<file path="src/design/scod_pkg.sv">
// Package of constants, types and the arctangent table of the scan cluster object detector.
package scod_pkg;

    localparam int MAX_SAMPLES  = 4096;
    localparam int CORDIC_STEPS = 16;

    localparam int IDX_W  = $clog2(MAX_SAMPLES);
    localparam int STEP_W = $clog2(CORDIC_STEPS);

    localparam int XY_W   = 17;
    localparam int ANG_W  = 16;
    localparam int LIM_W  = 17;
    localparam int SIZE_W = 13;
    localparam int RNG_W  = 16;
    localparam int CW     = 36;
    localparam int ZW     = 33;
    localparam int CFG_IDX_W  = 8;
    localparam int CFG_DATA_W = 32;

    localparam logic [29:0] GAIN_Q30 = 30'd652032874;
    localparam logic [SIZE_W-1:0] SIZE_SAT = {SIZE_W{1'b1}};
    localparam logic [SIZE_W-1:0] MIN_POINTS_RST = 13'd30;
    localparam logic [SIZE_W-1:0] MAX_POINTS_RST = 13'd50;
    localparam logic signed [XY_W-1:0] XY_MIN = -17'sd65536;
    localparam logic signed [XY_W-1:0] XY_MAX = 17'sd65535;

    localparam logic [CFG_IDX_W-1:0] CFG_START_ANGLE = 8'd0;
    localparam logic [CFG_IDX_W-1:0] CFG_ANGLE_STEP  = 8'd1;
    localparam logic [CFG_IDX_W-1:0] CFG_GAP_LIMIT_X = 8'd2;
    localparam logic [CFG_IDX_W-1:0] CFG_GAP_LIMIT_Y = 8'd3;
    localparam logic [CFG_IDX_W-1:0] CFG_MIN_POINTS  = 8'd4;
    localparam logic [CFG_IDX_W-1:0] CFG_MAX_POINTS  = 8'd5;

    typedef logic signed [XY_W-1:0] t_xy;

    function automatic logic [ZW-1:0] atan_entry(input logic [4:0] step);
        logic [ZW-1:0] v;
        unique case (step)
            5'd0:  v = 33'd536870912;
            5'd1:  v = 33'd316933406;
            5'd2:  v = 33'd167458907;
            5'd3:  v = 33'd85004756;
            5'd4:  v = 33'd42667331;
            5'd5:  v = 33'd21354465;
            5'd6:  v = 33'd10679838;
            5'd7:  v = 33'd5340245;
            5'd8:  v = 33'd2670163;
            5'd9:  v = 33'd1335087;
            5'd10: v = 33'd667544;
            5'd11: v = 33'd333772;
            5'd12: v = 33'd166886;
            5'd13: v = 33'd83443;
            5'd14: v = 33'd41722;
            5'd15: v = 33'd20861;
            5'd16: v = 33'd10430;
            5'd17: v = 33'd5215;
            5'd18: v = 33'd2608;
            5'd19: v = 33'd1304;
            5'd20: v = 33'd652;
            5'd21: v = 33'd326;
            5'd22: v = 33'd163;
            5'd23: v = 33'd81;
            default: v = '0;
        endcase
        return v;
    endfunction

endpackage

</file>
<file path="src/design/scan_cluster_object_detector.sv">
// Top level of the scan cluster object detector: polar to Cartesian conversion and clustering.
//
// Usage. One input item carries one range sample of a scan and a flag that marks
// the last sample. Its angle is the start angle plus the angle step times the
// sample index; an iterative rotation unit turns it into x and y, and neighbour
// points are grouped into clusters by their x and y gaps. A closed cluster of
// accepted size is sent as one output item at its midpoint; one closed by a gap is
// sent only if the new x is not below the last x. The last sample of a scan always
// yields a closing output item with the scan done flag set. Configuration writes arrive
// on their own channel, which is always ready; they are to be made while the block is idle.
// Steps. Each input item occupies the block until its last output slot is done, so no new
// item is accepted before then. The steps are acceptance, the two multiplications, the
// quadrant fold, 16 rotation steps of the shared shift and add unit, rounding, the cluster
// decision and two output slots. An item yields zero, one or two output items.
// A stalled receiver holds the output register; the block then waits in the
// output slot concerned and takes no new item until that slot is free.
// Reset clears the scan position, the open cluster and the output valid, and
// loads the size limits with 30 and 50 and the other configuration registers with zero.
module scan_cluster_object_detector
    import scod_pkg::*;
(
    input  logic                  i_clk,
    input  logic                  i_rst_n,
    input  logic                  i_in_valid,
    output logic                  o_in_ready,
    input  logic [RNG_W-1:0]      i_range,
    input  logic                  i_scan_end,
    output logic                  o_out_valid,
    input  logic                  i_out_ready,
    output logic signed [XY_W-1:0] o_obj_x,
    output logic signed [XY_W-1:0] o_obj_y,
    output logic                  o_obj_valid,
    output logic                  o_scan_done,
    input  logic                  i_cfg_valid,
    output logic                  o_cfg_ready,
    input  logic [CFG_IDX_W-1:0]  i_cfg_index,
    input  logic [CFG_DATA_W-1:0] i_cfg_data
);

    typedef enum logic [2:0] {
        S_IDLE, S_PREP, S_QUAD, S_ITER, S_ROUND, S_CLUSTER, S_EMIT_BRK, S_EMIT_END
    } t_state;

    t_state r_state;

    logic [ANG_W-1:0]  r_start_angle, r_angle_step;
    logic [LIM_W-1:0]  r_gap_x, r_gap_y;
    logic [SIZE_W-1:0] r_min_points, r_max_points;

    logic [RNG_W-1:0]  r_range;
    logic              r_end;
    logic [IDX_W-1:0]  r_sample_index;
    logic [ANG_W-1:0]  r_angle;
    logic signed [CW-1:0] r_x, r_y;
    logic signed [ZW-1:0] r_z;
    logic [STEP_W-1:0] r_step;
    t_xy               r_px, r_py;
    t_xy               r_prev_x, r_prev_y, r_first_x, r_first_y;
    logic [SIZE_W-1:0] r_size;
    logic              r_brk;
    t_xy               r_brk_x, r_brk_y;

    logic              r_out_valid;
    t_xy               r_obj_x, r_obj_y;
    logic              r_obj_valid, r_scan_done;

    logic [ANG_W-1:0]   w_ang_prod;
    logic [RNG_W+29:0]  w_gain_prod;
    logic signed [ANG_W-1:0] w_a;
    logic               w_fold;
    logic signed [CW-1:0] w_sx, w_sy;
    logic [ZW-1:0]      w_atan;
    logic signed [CW-1:0] w_rx, w_ry;
    t_xy                w_cx, w_cy;
    logic signed [XY_W:0] w_dx, w_dy;
    logic [XY_W:0]      w_adx, w_ady;
    logic               w_join, w_size_ok;
    logic signed [XY_W:0] w_mid_x, w_mid_y;
    logic               w_out_free;
    logic               w_emit;

    function automatic t_xy sat_xy(input logic signed [CW-1:0] v);
        t_xy r;
        if (v < CW'(XY_MIN)) begin
            r = XY_MIN;
        end else if (v > CW'(XY_MAX)) begin
            r = XY_MAX;
        end else begin
            r = v[XY_W-1:0];
        end
        return r;
    endfunction

    assign w_ang_prod  = r_angle_step * ANG_W'(r_sample_index);
    assign w_gain_prod = (RNG_W+30)'(r_range) * (RNG_W+30)'(GAIN_Q30);

    assign w_a    = $signed(r_angle);
    assign w_fold = (w_a > 16'sd16384) || (w_a < -16'sd16384);

    assign w_sx   = r_y >>> r_step;
    assign w_sy   = r_x >>> r_step;
    assign w_atan = atan_entry(5'(r_step));

    assign w_rx = (r_x + CW'(32768)) >>> 16;
    assign w_ry = (r_y + CW'(32768)) >>> 16;
    assign w_cx = sat_xy(w_rx);
    assign w_cy = sat_xy(w_ry);

    assign w_dx  = (XY_W+1)'(r_px) - (XY_W+1)'(r_prev_x);
    assign w_dy  = (XY_W+1)'(r_py) - (XY_W+1)'(r_prev_y);
    assign w_adx = w_dx[XY_W] ? (XY_W+1)'(-w_dx) : (XY_W+1)'(w_dx);
    assign w_ady = w_dy[XY_W] ? (XY_W+1)'(-w_dy) : (XY_W+1)'(w_dy);
    assign w_join = (w_adx <= (XY_W+1)'(r_gap_x)) && (w_ady <= (XY_W+1)'(r_gap_y));

    assign w_size_ok = (r_size >= r_min_points) && (r_size <= r_max_points);
    assign w_mid_x = ((XY_W+1)'(r_first_x) + (XY_W+1)'(r_prev_x)) >>> 1;
    assign w_mid_y = ((XY_W+1)'(r_first_y) + (XY_W+1)'(r_prev_y)) >>> 1;

    assign w_out_free = !r_out_valid || i_out_ready;
    assign w_emit     = w_out_free && (((r_state == S_EMIT_BRK) && r_brk)
                                    || ((r_state == S_EMIT_END) && r_end));

    always_ff @(posedge i_clk) begin
        if (!i_rst_n) begin
            r_state        <= S_IDLE;
            r_start_angle  <= '0;
            r_angle_step   <= '0;
            r_gap_x        <= '0;
            r_gap_y        <= '0;
            r_min_points   <= MIN_POINTS_RST;
            r_max_points   <= MAX_POINTS_RST;
            r_sample_index <= '0;
            r_size         <= '0;
            r_prev_x       <= '0;
            r_prev_y       <= '0;
            r_first_x      <= '0;
            r_first_y      <= '0;
            r_out_valid    <= 1'b0;
        end else begin
            if (i_cfg_valid) begin
                unique case (i_cfg_index)
                    CFG_START_ANGLE: r_start_angle <= i_cfg_data[ANG_W-1:0];
                    CFG_ANGLE_STEP:  r_angle_step  <= i_cfg_data[ANG_W-1:0];
                    CFG_GAP_LIMIT_X: r_gap_x       <= i_cfg_data[LIM_W-1:0];
                    CFG_GAP_LIMIT_Y: r_gap_y       <= i_cfg_data[LIM_W-1:0];
                    CFG_MIN_POINTS:  r_min_points  <= i_cfg_data[SIZE_W-1:0];
                    CFG_MAX_POINTS:  r_max_points  <= i_cfg_data[SIZE_W-1:0];
                    default: ;
                endcase
            end

            if (w_emit) begin
                r_out_valid <= 1'b1;
            end else if (i_out_ready) begin
                r_out_valid <= 1'b0;
            end

            unique case (r_state)
                S_IDLE: begin
                    if (i_in_valid) begin
                        r_range <= i_range;
                        r_end   <= i_scan_end;
                        r_state <= S_PREP;
                    end
                end
                S_PREP: begin
                    r_angle <= r_start_angle + w_ang_prod;
                    r_x     <= CW'(w_gain_prod[RNG_W+29:14]);
                    r_y     <= '0;
                    r_state <= S_QUAD;
                end
                S_QUAD: begin
                    if (w_fold) begin
                        r_x <= -r_x;
                        r_z <= {(ZW-16)'($signed({~r_angle[ANG_W-1], r_angle[ANG_W-2:0]})),
                                16'd0};
                    end else begin
                        r_z <= {(ZW-16)'(w_a), 16'd0};
                    end
                    r_step  <= '0;
                    r_state <= S_ITER;
                end
                S_ITER: begin
                    if (!r_z[ZW-1]) begin
                        r_x <= r_x - w_sx;
                        r_y <= r_y + w_sy;
                        r_z <= r_z - $signed(w_atan);
                    end else begin
                        r_x <= r_x + w_sx;
                        r_y <= r_y - w_sy;
                        r_z <= r_z + $signed(w_atan);
                    end
                    r_step <= r_step + 1'b1;
                    if (r_step == STEP_W'(CORDIC_STEPS - 1)) begin
                        r_state <= S_ROUND;
                    end
                end
                S_ROUND: begin
                    r_px    <= w_cx;
                    r_py    <= w_cy;
                    r_state <= S_CLUSTER;
                end
                S_CLUSTER: begin
                    r_brk   <= (r_size != '0) && !w_join && w_size_ok && (r_prev_x <= r_px);
                    r_brk_x <= w_mid_x[XY_W-1:0];
                    r_brk_y <= w_mid_y[XY_W-1:0];
                    if (r_size == '0) begin
                        r_first_x <= r_px;
                        r_first_y <= r_py;
                        r_size    <= SIZE_W'(1);
                    end else if (w_join) begin
                        if (r_size != SIZE_SAT) begin
                            r_size <= r_size + 1'b1;
                        end
                    end else begin
                        r_first_x <= r_px;
                        r_first_y <= r_py;
                        r_size    <= SIZE_W'(1);
                    end
                    r_prev_x <= r_px;
                    r_prev_y <= r_py;
                    if (!r_end) begin
                        if (r_sample_index == IDX_W'(MAX_SAMPLES - 1)) begin
                            r_sample_index <= '0;
                        end else begin
                            r_sample_index <= r_sample_index + 1'b1;
                        end
                    end
                    r_state <= S_EMIT_BRK;
                end
                S_EMIT_BRK: begin
                    if (!r_brk) begin
                        r_state <= S_EMIT_END;
                    end else if (w_out_free) begin
                        r_obj_x     <= r_brk_x;
                        r_obj_y     <= r_brk_y;
                        r_obj_valid <= 1'b1;
                        r_scan_done <= 1'b0;
                        r_state     <= S_EMIT_END;
                    end
                end
                S_EMIT_END: begin
                    if (!r_end) begin
                        r_state <= S_IDLE;
                    end else if (w_out_free) begin
                        r_scan_done <= 1'b1;
                        r_obj_valid <= w_size_ok;
                        r_obj_x     <= w_size_ok ? w_mid_x[XY_W-1:0] : '0;
                        r_obj_y     <= w_size_ok ? w_mid_y[XY_W-1:0] : '0;
                        r_sample_index <= '0;
                        r_size      <= '0;
                        r_state     <= S_IDLE;
                    end
                end
                default: r_state <= S_IDLE;
            endcase
        end
    end

    assign o_in_ready  = (r_state == S_IDLE);
    assign o_cfg_ready = 1'b1;
    assign o_out_valid = r_out_valid;
    assign o_obj_x     = r_obj_x;
    assign o_obj_y     = r_obj_y;
    assign o_obj_valid = r_obj_valid;
    assign o_scan_done = r_scan_done;

endmodule

</file>
<file path="config.mk">
export PLATFORM = sky130hd
export DESIGN_NAME = scan_cluster_object_detector
export DESIGN_NICKNAME = d
export VERILOG_FILES = /design/src/design/scod_pkg.sv /design/src/design/scan_cluster_object_detector.sv
export SDC_FILE = /design/constraint.sdc
export NUM_CORES = 2
export LEC_CHECK = 0
export BUFFER_PORTS_ARGS = -buffer_cell sky130_fd_sc_hd__buf_2
export CAP_MARGIN = 5
export CORE_ASPECT_RATIO = 1.5
export CORE_MARGIN = 1
export CORE_UTILIZATION = 50
export CTS_CLUSTER_DIAMETER = 120
export DETAILED_ROUTE_END_ITERATION = 12
export GPL_TIMING_DRIVEN = 1
export PLACE_DENSITY = 0.66
export RECOVER_POWER = 25
export REMOVE_ABC_BUFFERS = 1
export SYNTH_ARGS = -nofsm -noshare
export SYNTH_HDL_FRONTEND = slang
export SYNTH_SLANG_ARGS = --single-unit
</file>
<file path="constraint.sdc">
create_clock -name i_clk -period 7.4 [get_ports i_clk]
set_input_delay 1.48 -clock i_clk [delete_from_list [all_inputs] [get_ports i_clk]]
set_output_delay 1.48 -clock i_clk [all_outputs]
set_load 0.02 [all_outputs]
</file>
== Yosys cells after proc, flatten, opt, wreduce, memory -nomap -nowiden ==
Memories as Yosys holds them, arrays and structs flattened. A register that Yosys moved wholly into a read port is not among the register bits.
Cells that the tools add are included.
W data, S select, Z words.

* $add $sub $neg: 19
* Multiply operators: 2
* $lt $le $gt $ge: 11
* Equality and inequality tests: 27
* Shift-type cells: 2
* Multiplexer cells: 59
* Bitwise gates (word level): 1
* Reduce and logical (&&, ||, !) cells: 41

{| class="wikitable"
|+ Operators with widths
! kind !! count
|-
| $mux W17 || 16
|-
| $mux W36 || 3
|-
| $pmux W36 S3 || 1
|-
| $add A36 B17 Y36 const B || 2
|-
| $add A36 B36 Y36 || 2
|-
| $pmux W36 S2 || 1
|-
| $sshr A36 B4 Y36 || 2
|-
| $sub A36 B36 Y36 || 2
|-
| $pmux W17 S2 || 2
|-
| $mux W33 || 2
|-
| $pmux W33 S2 || 1
|-
| $mux W13 || 5
|-
| $mux W12 || 4
|-
| $mul A16 B29 Y45 const B || 1
|-
| $gt A20 B17 Y1 const B || 2
|-
| $lt A20 B17 Y1 const B || 2
|-
| $add A17 B17 Y18 || 2
|-
| $le A18 B17 Y1 || 2
|-
| $mux W18 || 2
|-
| $neg A18 Y18 || 2
|-
| $neg A36 Y36 || 1
|-
| $sub A17 B17 Y18 || 2
|-
| $add A33 B33 Y33 || 1
|-
| $sub A33 B33 Y33 || 1
|-
| other kinds (45) || 101
|}

* Register bits: 436
* ROM bits: 480
* Input port bits: 62
* Output and inout port bits: 39
* Logic and storage cells: 193
* Memories kept: 1

{| class="wikitable"
|+ Memories
! name !! depth !! width !! rd ports !! clocked after memory_dff !! wr ports !! RTL line !! RTL
|-
| (no name shown) || 16 || 30 || 1 || 1 || 0 || scod_pkg.sv:38 || <nowiki>unique case (step)</nowiki>
|}

== Depth between registers and ports, before layout ==
* Depth after elaboration: 9
* Gate-level depth with buffers: 29
* Mapped depth without buffers: 25

== Worst setup path before layout ==
No wires, ideal clock.

* Path type: register to register
* From: register r_range[14]
* To: register r_x[30], data pin
* Setup time: 268 ps
* Arrival: 6382 ps
* Required time: 7132 ps
* Path slack: 750 ps
* Cell stages (with the launch flop): 23
* Path buffers: 0
* Clock period less this slack: 6650 ps
* Path through: edfxtp_1 -> inv_1 -> ha_1 -> inv_1 -> fa_1 -> fa_1 -> fa_1 -> fa_1 -> inv_1 -> fa_1 -> inv_1 -> ha_1 -> a21oi_1 -> o21ai_0 -> o211ai_1 -> nand2_1 -> a31oi_1 -> o41ai_1 -> o211ai_1 -> o21ai_0 -> a2111oi_0 -> o21ba_2 -> o31ai_1

* Longest elaborated chain between the ends: 2

{| class="wikitable"
|+ RTL lines
! what !! RTL line !! RTL
|-
| start, declared || scan_cluster_object_detector.sv:50 || <nowiki>logic [RNG_W-1:0] r_range;</nowiki>
|-
| start signal, assigned || scan_cluster_object_detector.sv:161 || <nowiki>r_range <= i_range;</nowiki>
|-
| $mul A16 B29 Y45 || scan_cluster_object_detector.sv:95 || <nowiki>assign w_gain_prod = (RNG_W+30)'(r_range) * (RNG_W+30)'(GAIN_Q30);</nowiki>
|-
| $pmux W36 S3 || scan_cluster_object_detector.sv:158 || <nowiki>unique case (r_state)</nowiki>
|-
| end signal, assigned || scan_cluster_object_detector.sv:168 || <nowiki>r_x <= CW'(w_gain_prod[RNG_W+29:14]);</nowiki>
|-
| end signal, assigned || scan_cluster_object_detector.sv:174 || <nowiki>r_x <= -r_x;</nowiki>
|-
| end signal, assigned || scan_cluster_object_detector.sv:185 || <nowiki>r_x <= r_x - w_sx;</nowiki>
|-
| end, declared || scan_cluster_object_detector.sv:54 || <nowiki>logic signed [CW-1:0] r_x, r_y;</nowiki>
|}

Every way passes these cells.
A chain may end at the register's enable or synchronous reset.

== Final worst setup path ==
* From: register r_range[7]
* To: register r_x[28], data pin

The elaborated chain is that of the path after synthesis.

==> impl_results.md <==
- Status: complete, but fails checks
- Failing checks: max-capacitance violations, max-slew violations
- Flops & latches, synth: between 400 and 500
- Synth-to-Final Area Change: 6.88%
- Initial antenna violation count: 2
- Hold Fails Final Rpt: 0
- Post-Route WL: ~130,000 um
- Data arrival, critical path: 7.40 ns
- Port bufs: between 80 and 90
- Crit path launch type: register
- Clock latency on the worst-skew pair: roughly 0.62 ns
- Clock Pin Slew Worst Setup and Hold Paths: approximately 0.070 ns
- Cell mode on critical path: fa_1
- HP Class: register to register
- Ys async rst share: 0
- Setup violators final: 0
- Post-Layout Cell Count: roughly 6,500
- Die W: between 200 and 300 um
- Seq/Total Area, Yosys: 0.251
- Most frequent cells in the layout: nand2_1 (634), inv_1 (583), ha_1 (438)
- Reg2reg path depth: 23
- Clock Skew: around 0.026 ns
- Gate Count Post-Synth: roughly 5,200
- Clock buffer count from CTS: between 40 and 50
- Reg-to-Reg Start: r_range[7]
- Hold worst-path end: r_first_y[2]
- Fin Hold WS: around 0.46 ns
- DIE HEIGHT: ~380 um
- Grt ovf: 0
- Fill cells: 8,586
- Number of vias per cell: between 5 and 6
- Vias in the first global route: 38,100
- Yosys top cell area share: 0.158
- FMAX: 142 MHz
- Hpwl dp: ~100,000 um
- EDFF count, synth: 247
- RSZ-0062 raised after global routing: no
- Wire per inst: roughly 20 um
- CTS Buffer Depth: 3
- DR iter-0 viols: between 1,500 and 2,000
- Max Cap Viol: 6
- # clock sinks: 466
- Family with the most delay on the worst path: adder cells
- Core box area: a little over 90,000 um2
- Critical path, cell by cell: ha_1 > inv_1 > fa_1 > inv_1 > fa_1 > fa_1 > fa_1 > inv_1 > fa_1 > inv_1 > ha_1 > a21oi_1 > nor2_1 > o211ai_1 > nand2_1 > a31oi_1 > o41ai_2 > o211ai_1 > o21ai_1 > buf_4 > a21oi_1 > xnor2_1 > a21oi_1
- Drt pass-1 iters: 6
- N_diodes: 0
- Global-route wire length before repair: roughly 200,000 um
- Cell variety after synth: 102
- Worst Path Required: approximately 7.8 ns
- Die area: roughly 95,000 um2
- Crit path time final: between 7 and 8 ns
- Initial Util: 0.504
- Largest net degree at the start of global routing: 88
- Worst path bufs/invs: 5
- DRT antenna net count: 0
- Slew @ Worst Pin: roughly 3.4 ns
- Fraction of layout instances using a drive strength above 1: 0.0701
- Syn avg cell area: between 8 and 9 um2
- Synth Flop Type: edfxtp_1
- Footprint of the multi-input gates: 32,100 um2
- Reg2reg end: r_x[28]
- H-Tree Depth: 2
- Synth warnings: 0
- R2R Setup Slk: about 0.35 ns
- Clock Tree Root: clkbuf_16
- Endpoint class of the critical path: register
- CP max FO: 7
- Worst Hold Depth: 2
- CTS tree: done
- Synth area leaders: edfxtp_1 (16%), fa_1 (12%), ha_1 (12%)
- Layout Nets: 6,019
- Max stage delay on crit path: 0.65 ns
- Final Slew Violations: between 300 and 400
- CP Class: register to register
- Final GP Congestion: a little under 1
- Hold_sp: r_first_y[2]
- Area leader, netlist: edfxtp_1
- Rows: between 100 and 150
- Total track usage: 0.269
- DR vias: approximately 37,000
- Period utilization: 0.953
- Rel. slew slack: -1.29
- Drt drc: 0
- Sequential Area: roughly 12,000 um2
- Placed cells: around 6,400
- Commonest non-fill, non-tap cell in the layout: nand2_1
- Netlist Area Pre-Place: between 40,000 and 50,000 um2
- Critical Path Slowest Stage Cell: fa_1
- I/O pin total: 101
## synthesized netlist by cell type (9+ instances only)
library cell and n:
or3_1 23, nor3b_1 11, mux2_2 22, o21bai_1 30
a211oi_1 31, nor2b_1 103, or4_1 9, buf_2 27
xor2_1 171, inv_1 585, nor3_1 114, o21ai_0 232
a22oi_1 10, mux2i_1 142, nand3_1 89, edfxtp_1 247
o21a_1 41, and4_1 12, a21boi_0 82, nand2_1 636
o41ai_1 11, and2_1 59, or2_2 23, ha_1 439
clkbuf_1 165, mux4_2 75, nor4_1 20, a21o_1 92
a31oi_1 41, fa_1 279, nand2b_1 38, buf_1 21
o211ai_1 40, o221ai_1 9, and3_1 50, nor2_1 315
dfxtp_1 219, o31ai_1 33, xnor2_1 218, a21oi_1 278
nand4_1 45, a22o_1 10
## what timing repair did
item,in CTS,in global routing
buffers inserted,0,2
hold buffers,0,0
setup endpoints to repair,0,8
gates resized for setup,0,7
endpoints found under the hold margin,0,0
## stage by stage
step                TNS [ns]  setup WS [ns]  cell area, um2  utilization
detailed placement         0          0.134           48700        0.523
global route               0         0.0113           50200        0.539
CTS                        0         0.0459           50200        0.540
floorplan             -15.37          -1.17           46000            -
finish                     0          0.347           50200        0.539
global placement           0          0.200           48700        0.523
## state kept, by name, summed over array words and instances (netlist names), 17 cells and up
register and cells:
r_x 36, r_y 36, r_z 33, w_atan 30
o_obj_x 17, o_obj_y 17, r_brk_x 17, r_brk_y 17
r_first_x 17, r_first_y 17, r_gap_x 17, r_gap_y 17
r_prev_x 17, r_prev_y 17, r_px 17, r_py 17
## how the worst max path moves through the flow
stage                         end        from  cells after the start
after floorplan           r_x[35]   r_step[0]                     23
after global routing      r_x[29]  r_range[3]                     24
after detailed placement  r_x[30]  r_range[3]                     23
after CTS                 r_x[30]  r_range[3]                     23
after global placement    r_x[30]  r_range[5]                     22
final                     r_x[28]  r_range[7]                     23
## cell type report
cell class	count	share of cell area
timing repair buffer	171	0.0203
clock inverter	30	0.00524
inverter	588	0.0440
sequential	466	0.235
clock buffer	56	0.0252
tap	1251	0.0312
multi-input combinational	3965	0.639
## metal layers
layer	share of wire	wire, um	up-vias	track usage
li1	-	-	18100	-
met1	0.37	46800	18200	0.285
met2	0.54	69100	865	0.519
met3	0.037	4720	321	0.0287
met4	0.053	6800	4	0.138
met5	0.00021	27	-	0
## cell families (layout without fill, tap and decap cells)
kind of cell | Yosys count | count (layout) | synth area share
buffers and inverters | 812 | 845 | 0.0677
XOR/XNOR | 389 | 389 | 0.0726
multiplexers | 243 | 243 | 0.0732
AO/OA/AOI/OAI | 1040 | 1040 | 0.142
other | 1 | 1 | 0.0000799
adder cells (fa/ha/maj) | 718 | 718 | 0.236
flip-flops | 466 | 466 | 0.251
AND/OR/NAND/NOR | 1574 | 1574 | 0.157
## worst reg2reg max path: stages (launching register included)
cell      delay, ns
edfxtp_1       0.62
ha_1           0.44
inv_1          0.09
fa_1           0.65
inv_1          0.10
fa_1           0.52
fa_1           0.53
fa_1           0.60
inv_1          0.07
fa_1           0.56
inv_1          0.05
ha_1           0.31
a21oi_1        0.13
nor2_1         0.05
o211ai_1       0.31
nand2_1        0.09
a31oi_1        0.31
o41ai_2        0.17
o211ai_1       0.24
o21ai_1        0.17
buf_4          0.17
a21oi_1        0.28
xnor2_1        0.21
a21oi_1        0.10
Power is left out: the tool's default activity adds up to more than one toggle a clock period on the data nets, which glitch-free logic cannot reach.
